[src/rtl/ttrc_pkg.sv]
package ttrc_pkg;

   localparam int unsigned BYTE_W = 8;
   localparam int unsigned TERM_W = 16;
   localparam int unsigned PROD_W = 25;

   localparam logic [TERM_W-1:0] FIRST_OFFSET = 16'd7;
   localparam logic [TERM_W:0]   MODULUS      = 17'd65535;
   localparam logic [TERM_W:0]   WRAP_BASE    = 17'h10000;

   // recurrence state carried from byte to byte
   typedef struct packed {
      logic [TERM_W-1:0] prev_term;
      logic [TERM_W-1:0] cur_term;
      logic [BYTE_W-1:0] byte_index;
      logic              first_pending;
   } state_type;

   localparam state_type STATE_RESET = '{
      prev_term:     16'd1,
      cur_term:      16'd1,
      byte_index:    8'd0,
      first_pending: 1'b1
   };

   // reduce a 25-bit value modulo 2^16-1 by folding the high part onto the low part
   function automatic logic [TERM_W-1:0] fold_mod(input logic [PROD_W-1:0] x);
      logic [TERM_W:0] sum;
      sum = {1'b0, x[TERM_W-1:0]} + {8'd0, x[PROD_W-1:TERM_W]};
      if (sum >= MODULUS) begin
         sum = sum - MODULUS;
      end
      return sum[TERM_W-1:0];
   endfunction

endpackage

[src/rtl/ttrc_if.sv]
// request channel: one message byte per transaction
interface ttrc_req_if;
   logic                           valid;
   logic                           ready;
   logic [ttrc_pkg::BYTE_W-1:0]    data_byte;
   logic                           last_byte;

   modport source (output valid, output data_byte, output last_byte, input ready);
   modport sink   (input valid, input data_byte, input last_byte, output ready);
endinterface

// response channel: one checksum per message
interface ttrc_rsp_if;
   logic                           valid;
   logic                           ready;
   logic [ttrc_pkg::TERM_W-1:0]    checksum;

   modport source (output valid, output checksum, input ready);
   modport sink   (input valid, input checksum, output ready);
endinterface

[src/rtl/three_term_recurrence_checksum_top.sv]
// Three-term recurrence checksum. Bytes of a message arrive on the request channel, one per
// transaction, with last_byte set on the final byte; one 16-bit checksum (0..65534) leaves on
// the response channel per message. The block takes one byte every cycle unless a last byte
// waits for a full response register. That rate is set by the recurrence loop: the state
// register feeds two small multiplies, a subtract and a fold modulo 2^16-1, all combinational
// so the next byte can use the new terms. A checksum is registered: the last byte passes the
// input register, then the response register, before it is valid on the response channel. The
// response register holds a checksum until it is taken; bytes of the next message keep flowing
// meanwhile and only a second last byte waits for it.
module three_term_recurrence_checksum_top (
   input logic      clock,
   input logic      reset,
   ttrc_req_if.sink   req_if,
   ttrc_rsp_if.source rsp_if
);

   logic                        in_valid_ff;
   logic                        in_valid_in;
   logic [ttrc_pkg::BYTE_W-1:0] in_byte_ff;
   logic                        in_last_ff;
   ttrc_pkg::state_type         state_ff;
   ttrc_pkg::state_type         state_in;
   logic                        rsp_valid_ff;
   logic                        rsp_valid_in;
   logic [ttrc_pkg::TERM_W-1:0] rsp_checksum_ff;
   logic [ttrc_pkg::TERM_W-1:0] term;
   logic                        advance;
   logic                        req_take;

   // a byte moves on unless it is a last byte and the response register is still full
   assign advance  = in_valid_ff && (!in_last_ff || !rsp_valid_ff || rsp_if.ready);
   assign req_take = req_if.valid && req_if.ready;

   assign req_if.ready    = !in_valid_ff || advance;
   assign rsp_if.valid    = rsp_valid_ff;
   assign rsp_if.checksum = rsp_checksum_ff;

   // recurrence step
   ttrc_step u_step (
      .state_cur  (state_ff),
      .data_byte  (in_byte_ff),
      .last_byte  (in_last_ff),
      .state_next (state_in),
      .term       (term)
   );

   // input register control
   always_comb begin
      in_valid_in = in_valid_ff;
      if (req_if.ready) begin
         in_valid_in = req_if.valid;
      end
   end

   // response register control
   always_comb begin
      rsp_valid_in = rsp_valid_ff && !rsp_if.ready;
      if (advance && in_last_ff) begin
         rsp_valid_in = 1'b1;
      end
   end

   // control and state registers
   always_ff @(posedge clock) begin
      if (reset) begin
         in_valid_ff  <= 1'b0;
         rsp_valid_ff <= 1'b0;
         state_ff     <= ttrc_pkg::STATE_RESET;
      end else begin
         in_valid_ff  <= in_valid_in;
         rsp_valid_ff <= rsp_valid_in;
         if (advance) begin
            state_ff <= state_in;
         end
      end
   end

   // payload registers
   always_ff @(posedge clock) begin
      if (req_take) begin
         in_byte_ff <= req_if.data_byte;
         in_last_ff <= req_if.last_byte;
      end
      if (advance && in_last_ff) begin
         rsp_checksum_ff <= term;
      end
   end

endmodule

[src/rtl/ttrc_step.sv]
module ttrc_step (
   input  ttrc_pkg::state_type         state_cur,
   input  logic [ttrc_pkg::BYTE_W-1:0] data_byte,
   input  logic                        last_byte,
   output ttrc_pkg::state_type         state_next,
   output logic [ttrc_pkg::TERM_W-1:0] term
);

   logic [ttrc_pkg::BYTE_W-1:0] alpha;
   logic [ttrc_pkg::BYTE_W-1:0] beta;
   logic [ttrc_pkg::BYTE_W:0]   coef_a;
   logic [ttrc_pkg::PROD_W-1:0] prod_a;
   logic [ttrc_pkg::PROD_W-1:0] prod_b;
   logic                        diff_neg;
   logic [ttrc_pkg::PROD_W-1:0] diff_mag;
   logic [ttrc_pkg::TERM_W-1:0] mag_mod;
   logic [ttrc_pkg::TERM_W:0]   wrapped;
   logic [ttrc_pkg::TERM_W-1:0] rec_term;

   // position coefficients: 17*i and 31*i, modulo 256
   assign alpha = state_cur.byte_index + {state_cur.byte_index[3:0], 4'd0};
   assign beta  = {state_cur.byte_index[2:0], 5'd0} - state_cur.byte_index;

   // the two products of the recurrence
   assign coef_a = {1'b0, data_byte} + {1'b0, alpha};
   assign prod_a = {16'd0, coef_a} * {9'd0, state_cur.cur_term};
   assign prod_b = {17'd0, beta} * {9'd0, state_cur.prev_term};

   // difference as sign and magnitude
   assign diff_neg = prod_b > prod_a;
   assign diff_mag = diff_neg ? (prod_b - prod_a) : (prod_a - prod_b);
   assign mag_mod  = ttrc_pkg::fold_mod(diff_mag);

   // negative difference wraps to (1 - |d|) mod 2^16-1
   always_comb begin
      wrapped  = ttrc_pkg::WRAP_BASE - {1'b0, mag_mod};
      if (wrapped >= ttrc_pkg::MODULUS) begin
         wrapped = wrapped - ttrc_pkg::MODULUS;
      end
      rec_term = diff_neg ? wrapped[ttrc_pkg::TERM_W-1:0] : mag_mod;
   end

   // next term and state update
   always_comb begin
      if (state_cur.first_pending) begin
         term                     = {8'd0, data_byte} + ttrc_pkg::FIRST_OFFSET;
         state_next.prev_term     = 16'd1;
         state_next.byte_index    = 8'd1;
      end else begin
         term                     = rec_term;
         state_next.prev_term     = state_cur.cur_term;
         state_next.byte_index    = state_cur.byte_index + 8'd1;
      end
      state_next.cur_term      = term;
      state_next.first_pending = 1'b0;
      if (last_byte) begin
         state_next = ttrc_pkg::STATE_RESET;
      end
   end

endmodule

[src/flat_wrapper.sv]
// flat-port wrapper written by rule: the top's interface ports become plain ports
module three_term_recurrence_checksum_top_flat 
  (clock, reset, req_if_valid, req_if_data_byte, req_if_last_byte, req_if_ready, rsp_if_valid, rsp_if_checksum, rsp_if_ready);
  ttrc_req_if req_if_i ();
  ttrc_rsp_if rsp_if_i ();
  input logic clock;
  input logic reset;
  input wire logic [$bits(req_if_i.valid)-1:0] req_if_valid;
  input wire logic [$bits(req_if_i.data_byte)-1:0] req_if_data_byte;
  input wire logic [$bits(req_if_i.last_byte)-1:0] req_if_last_byte;
  output wire logic [$bits(req_if_i.ready)-1:0] req_if_ready;
  output wire logic [$bits(rsp_if_i.valid)-1:0] rsp_if_valid;
  output wire logic [$bits(rsp_if_i.checksum)-1:0] rsp_if_checksum;
  input wire logic [$bits(rsp_if_i.ready)-1:0] rsp_if_ready;
  assign req_if_i.valid = req_if_valid;
  assign req_if_i.data_byte = req_if_data_byte;
  assign req_if_i.last_byte = req_if_last_byte;
  assign req_if_ready = req_if_i.ready;
  assign rsp_if_valid = rsp_if_i.valid;
  assign rsp_if_checksum = rsp_if_i.checksum;
  assign rsp_if_i.ready = rsp_if_ready;
  three_term_recurrence_checksum_top u_core (.clock(clock), .reset(reset), .req_if(req_if_i), .rsp_if(rsp_if_i));
endmodule
[config.mk]
export PLATFORM = sky130hd
export DESIGN_NAME = three_term_recurrence_checksum_top_flat
export DESIGN_NICKNAME = d
export VERILOG_FILES = /design/src/rtl/ttrc_pkg.sv /design/src/rtl/ttrc_if.sv /design/src/rtl/three_term_recurrence_checksum_top.sv /design/src/rtl/ttrc_step.sv /design/src/flat_wrapper.sv
export SDC_FILE = /design/constraint.sdc
export NUM_CORES = 1
export LEC_CHECK = 0
export BUFFER_PORTS_ARGS = -buffer_cell sky130_fd_sc_hd__clkbuf_2
export CORE_UTILIZATION = 45
export DETAILED_ROUTE_END_ITERATION = 16
export MAX_ROUTING_LAYER = met4
export PLACE_DENSITY_LB_ADDON = 0.15
export SYNTH_ARGS = -nofsm -noshare
export SYNTH_HDL_FRONTEND = slang
export SYNTH_SLANG_ARGS = --single-unit
export TNS_END_PERCENT = 10
[constraint.sdc]
create_clock -name clock -period 16.83 [get_ports clock]
set_input_delay 4.2075 -clock clock [delete_from_list [all_inputs] [get_ports clock]]
set_output_delay 4.2075 -clock clock [all_outputs]
set_load 0.02 [all_outputs]
==> results of run 1 <==
area by class of cell:
| type | count | share of cell area |
|---|---|---|
| inverter | 309 | 0.0674 |
| sequential | 68 | 0.0937 |
| clock buffer | 9 | 0.0131 |
| clock inverter | 7 | 0.00436 |
| multi-input combinational | 1544 | 0.765 |
| tap | 461 | 0.0335 |
| timing repair buffer | 62 | 0.0227 |
critical path, delay by kind of cell (launching register included):
kind / cells / cell delay, ps
buffers and inverters: 6 / 760
adder cells (fa/ha/maj): 12 / 4490
AO/OA/AOI/OAI: 31 / 5750
flip-flops: 1 / 530
XOR/XNOR: 4 / 910
AND/OR/NAND/NOR: 12 / 2900
worst paths after layout:
path / start / end / slack, ps / depth (start not counted)
worst max-delay path: u_core.state_ff[1] / u_core.rsp_if.checksum[2] / 1140 / 65
worst min-delay path: u_core.state_ff[6] / u_core.state_ff[6] / 580 / 2
worst max register to register: u_core.state_ff[1] / u_core.rsp_if.checksum[2] / 1140 / 65
worst min register to register: u_core.state_ff[6] / u_core.state_ff[6] / 580 / 2
what timing repair did:
action / CTS / global route
buffers inserted: 0 / 7
gates resized for setup: 0 / 17
endpoints found under the setup margin: 0 / 32
hold buffers: 0 / 0
stage by stage:
| step | utilization | instances |
|---|---|---|
| global placement | 0.471 | 2437 |
| CTS | 0.480 | 2453 |
| global route | 0.484 | 2460 |
| detailed placement | 0.471 | 2437 |
| floorplan | - | 2019 |
| finish | 0.484 | 2460 |
kinds of logic after synthesis:
| family | after synthesis | share of synthesized area |
|---|---|---|
| AOI/OAI and AO/OA | 425 | 0.175 |
| buffers and inverters | 407 | 0.0970 |
| xor gates and xnor gates | 108 | 0.0609 |
| and+or+nand+nor | 643 | 0.199 |
| DFF | 68 | 0.0991 |
| muxes | 14 | 0.00962 |
| adders and majority gates | 354 | 0.359 |
state kept, by name (all words and copies together) (netlist names):
register	cells
u_core.in_byte_ff	8
u_core.rsp_if.valid	1
u_core.in_valid_ff	1
u_core.rsp_if.checksum	16
u_core.in_last_ff	1
u_core.state_ff	41
placed cells by master (no fill, tap or decap), types with 19 or more instances in the layout:
cell	Yosys	routed
inv_1	306	306
nand2_1	223	223
fa_1	188	188
ha_1	166	165
and2_1	149	149
a21oi_1	132	129
nor2_1	90	90
xnor2_1	67	66
o21ai_0	55	55
a21o_1	53	52
dfxtp_1	43	42
o21bai_1	36	36
xor2_1	38	35
buf_4	3	32
clkbuf_2	2	30
nor3_1	31	29
nand3_1	29	29
edfxtp_1	25	25
nand4_1	22	22
and3_1	21	21
a31oi_1	21	20
a22oi_1	19	19
layer usage:
layer  global-route usage  up-vias  wire length [um]
met5                    -        -                 0
met4               0.0651        0              1030
met3               0.0280       65              2350
met2                0.425      366             22000
met1                0.383     6882             22100
li1                     -     6601                 -
==> reports/metrics.csv, run 1 <==
metric,value,unit
relSlewSlack,0.211,
grt_pass1_vias,13608,
slowest_stage,or4_4,
areaGrowthSynthToFinish,5.83,%
cp.required,16900,ps
rsz0062_at_grt,no,
clock_skew,14.2,ps
holdWs,577,ps
grt_max_degree,33,
clock_sinks,68,
crit_top_cell,a21oi_1,
finalHoldViolations,0,
cp_max_fo,16,
multi_input_area,0.0132,sq mm
drt_pass1_iterations,5,
drv_slew,0,
gp_congestion,0.939,
grtUsageTotal,0.274,
netlist_area,0.0163,sq mm
cp.arrival,15760,ps
yosysSeqAreaShare,0.0991,
ys_ff_latch,68,
yosys-top-cells-area,"fa_1, ha_1, inv_1, and2_1, dfxtp_1",
cts.htree.levels,3,
endpoint_kind,register,
fmax,63.7,MHz
vias,13914,
vias_per_cell,5.66,
ioPinCount,31,
ys_top_cells_by_count,"inv_1, nand2_1, fa_1, ha_1, and2_1",
place_area,0.0168,sq mm
hold_class,reg2reg,
tightest_slew,1180,ps
grt-ovfl-total,0,
critPathMaxStageDelay,650,ps
fp.coreArea,0.0356,sq mm
synthCells,2019,
dieHeight,192,um
yosysMostFrequentCell,inv_1,
status,"finished, final reports clean",
dieWidth,192,um
antennaDiodeCount,0,
routed_wl,47.4,mm
antenna_found_initial,0,
setup_viol,0,
place_ws,493,ps
wl_per_cell,19.3,um
synth_fp_nets,2386,
cts_tree,done,
final_nets,2361,
layout_setup_ws,1140,ps
finalCritPeriodShare,0.932,
fillers,3562,
ys_warn_count,0,
place_hpwl,39.1,mm
cts_inserted_buffers,9,
drt_iter0_drc,901,
grt_first_pass_wirelength,76.1,mm
die_area,0.0369,sq mm
route.detailed.drc,0,
clock_latency,350,ps
period_needed,15690,ps
initial_core_util,0.457,
synth-edff-count,25,
postLayoutCellArea,0.0172,sq mm
drive_above_1_share,0.0680,
syn_area_per_cell,8.05,sq um
std_cell_rows,69,
cts-root-buf,clkbuf_16,
yosysTopAreaCell,fa_1,
async_flop_share,0,
cp-start-kind,register,
max_cap_viol_count,0,
antenna_left,0,
tns,0,ps
synth_cell_type_count,85,
ys.flop_type,dfxtp_1,
seqCellArea,0.00161,sq mm
cts.path.max_buffers,2,
cts.reportedPaths.clkPinSlew,60,ps
synth.top_cell.area_share,0.231,
criticalPathCategory,reg2reg,
numPortBuffers,30,
Power of run 1 is left out: the tool's default activity adds up to more than one toggle a clock period on the data nets, which glitch-free logic cannot reach.
==> run 2, diff against run 1 <==
--- a/config.mk
+++ b/config.mk
@@ -5,8 +5,10 @@
 export SDC_FILE = /design/constraint.sdc
 export NUM_CORES = 1
 export LEC_CHECK = 0
+export ABC_AREA = 1
 export BUFFER_PORTS_ARGS = -buffer_cell sky130_fd_sc_hd__clkbuf_2
 export CORE_UTILIZATION = 45
+export CTS_CLUSTER_DIAMETER = 30
 export DETAILED_ROUTE_END_ITERATION = 16
 export MAX_ROUTING_LAYER = met4
 export PLACE_DENSITY_LB_ADDON = 0.15
==> reports/metrics.csv, run 2 <==
metric,value,unit,change
stdcell_count,2829,,"was 2,460"
use_met3,0.0243,,was 0.0280
gp_congestion,0.939,,about the same
grt_pass1_vias,14647,,"was 13,608"
clock_latency,340,ps,was 350 ps
yosys-top-cells-area,"fa_1, ha_1, nand2_1, inv_1, dfxtp_1",,"was fa_1, ha_1, inv_1, and2_1, dfxtp_1"
final_common_cell,nand2_1,,was inv_1
ys_ff_latch,68,,unchanged
hold_end,u_core.in_valid_ff,,was u_core.state_ff[6]
synthCells,2375,,"was 2,019"
critPathMaxStageDelay,630,ps,was 650 ps
ys.flop_type,dfxtp_1,,unchanged
synth_fp_nets,2742,,"was 2,386"
route.detailed.drc,4,,was 0
setup_viol,0,,unchanged
place_inst,2812,,"was 2,437"
r2r_setup_slack,1460,ps,was 1140 ps
endpoint_kind,register,,unchanged
rsz0062_at_grt,no,,unchanged
async_flop_share,0,,unchanged
vias_per_cell,5.34,,was 5.66
grtUsageTotal,0.286,,was 0.274
yosysMostFrequentCell,nand2_1,,was inv_1
die_area,0.0373,sq mm,was 0.0369 sq mm
hold_class,reg2reg,,unchanged
clock_sinks,68,,unchanged
std_cell_rows,69,,unchanged
yosysTopAreaCell,fa_1,,unchanged
tightest_slew,1230,ps,was 1180 ps
reg2reg_to,u_core.state_ff[11],,was u_core.rsp_if.checksum[2]
vias,15093,,"was 13,914"
synth-edff-count,25,,unchanged
slowest_stage,nand4_1,,was or4_4
hp-start,u_core.in_valid_ff,,was u_core.state_ff[6]
largest_reg_flops,41,,unchanged
period_needed,15370,ps,"was 15,690 ps"
ys_warn_count,0,,unchanged
grt_max_degree,50,,was 33
cts_tree,done,,unchanged
grt-ovfl-total,0,,unchanged
finalHoldViolations,0,,unchanged
synth_cell_type_count,54,,was 85
cp.arrival,15640,ps,"was 15,760 ps"
fp.coreArea,0.0357,sq mm,was 0.0356 sq mm
cp-start-kind,register,,unchanged
max_cap_viol_count,0,,unchanged
top_usage_layer,met2,,unchanged
crit_buf_inv,13,,was 6
antennaDiodeCount,0,,unchanged
final_cell_mix,"nand2_1, inv_1, nor2_1",,"was inv_1, nand2_1, fa_1"
place_hpwl,42.0,mm,was 39.1 mm
final_nets,2730,,"was 2,361"
dieWidth,193,um,was 192 um
areaGrowthSynthToFinish,5.08,%,was 5.83%
criticalPathCategory,reg2reg,,unchanged
fmax,65.1,MHz,was 63.7 MHz
cp.required,17100,ps,"was 16,900 ps"
fillers,3679,,"was 3,562"
routed_wl,50.1,mm,was 47.4 mm
cts.htree.levels,3,,unchanged
max_flop_register,u_core.state_ff,,unchanged
cts-root-buf,clkbuf_16,,unchanged
wl_per_cell,17.7,um,was 19.3 um
initial_core_util,0.459,,was 0.457
synth.top_cell.area_share,0.229,,was 0.231
cts.path.max_buffers,2,,unchanged
violations,design-rule violations,,
cts_inserted_buffers,9,,unchanged
syn_area_per_cell,6.91,sq um,was 8.05 sq um
drv_slew,0,,unchanged
hold_path_depth,2,,unchanged
drt_iter0_drc,1049,,was 901
relSlewSlack,0.176,,was 0.211
antenna_left,0,,unchanged
antenna_found_initial,0,,unchanged
status,"complete, but fails checks",,"was finished, final reports clean"
cp_max_fo,49,,was 16
ys_top_cells_by_count,"nand2_1, inv_1, nor2_1, fa_1, ha_1",,"was inv_1, nand2_1, fa_1, ha_1, and2_1"
critPathTopFamily,simple AND/OR/NAND/NOR gates,,was compound AO/OA/AOI/OAI gates
yosysSeqAreaShare,0.0982,,was 0.0991
crit_top_cell,nand2_1,,was a21oi_1
tns,0,ps,unchanged
r2r_cells,79,,was 65
netlist_area,0.0164,sq mm,was 0.0163 sq mm
drive_above_1_share,0.0701,,was 0.0680
reg2reg_from,u_core.state_ff[1],,unchanged
met1_usage,0.368,,was 0.383
numPortBuffers,30,,unchanged
clock_skew,7.08,ps,was 14.2 ps
ioPinCount,31,,unchanged
dieHeight,193,um,was 192 um
drt_pass1_iterations,12,,was 5
finalCritPeriodShare,0.913,,was 0.932
grt_first_pass_wirelength,79.4,mm,was 76.1 mm
met2_usage,0.480,,was 0.425
cts.reportedPaths.clkPinSlew,60,ps,about the same
## run 2: routing by layer
metal | vias up | part of all wire
li1 | 7254 | -
met1 | 7307 | 0.44
met2 | 459 | 0.49
met3 | 73 | 0.049
met4 | 0 | 0.028
met5 | - | 0
## run 2: cell families after synthesis
logic type | count (synthesis) | synth area share
fa+ha+maj | 354 | 0.356
compound gates | 280 | 0.0961
buf+inv | 585 | 0.136
xor+xnor | 82 | 0.0437
simple gates | 1006 | 0.270
flops | 68 | 0.0982
## run 2: worst max path at each step
stage / cells after the start / slack, ps / from / endpoint
after floorplan: 89 / 4060 / u_core.state_ff[1] / u_core.rsp_if.checksum[0]
after global placement: 78 / 1540 / u_core.state_ff[2] / u_core.state_ff[11]
after detailed placement: 79 / 1260 / u_core.state_ff[1] / u_core.state_ff[11]
after CTS: 79 / 1240 / u_core.state_ff[1] / u_core.state_ff[11]
after global routing: 86 / 70 / u_core.state_ff[1] / u_core.state_ff[15]
final: 79 / 1460 / u_core.state_ff[1] / u_core.state_ff[11]
## run 2: layout make-up
cell class | instances | area [sq um] | share of cell area
clock inverter | 7 | 82.6 | 0.00479
sequential | 68 | 1610 | 0.0934
clock buffer | 9 | 225 | 0.0131
inverter | 527 | 1980 | 0.115
tap | 461 | 577 | 0.0334
timing repair buffer | 34 | 180 | 0.0104
multi-input combinational | 1723 | 12600 | 0.730
## run 2: through the flow
step	hold WS (ps)	worst slack [ps]	instance area, sq um	util
after floorplan	444	4060	16400	-
after global placement	505	1540	16900	0.474
after detailed placement	515	1260	16900	0.474
after CTS	524	1240	17200	0.482
after global routing	537	72.5	17300	0.483
final	521	1460	17300	0.483
## run 2: repair_timing
item / 4_1_cts / 5_1_grt
endpoints found under the hold margin: 0 / 0
setup buffers: 0 / 0
endpoints found under the setup margin: 0 / 32
hold buffers: 0 / 0
resized for setup: 0 / 2
## run 2: worst reg2reg max path, delay by kind of cell, from the launching register on
kind                       cells  cell delay (ps)
AOI/OAI and AO/OA             15             2740
and+or+nand+nor               38             6050
DFF                            1              480
adders and majority gates     11             4230
xor gates and xnor gates       2              540
buffers and inverters         13             1280
Power of run 2 is left out for the same reason.
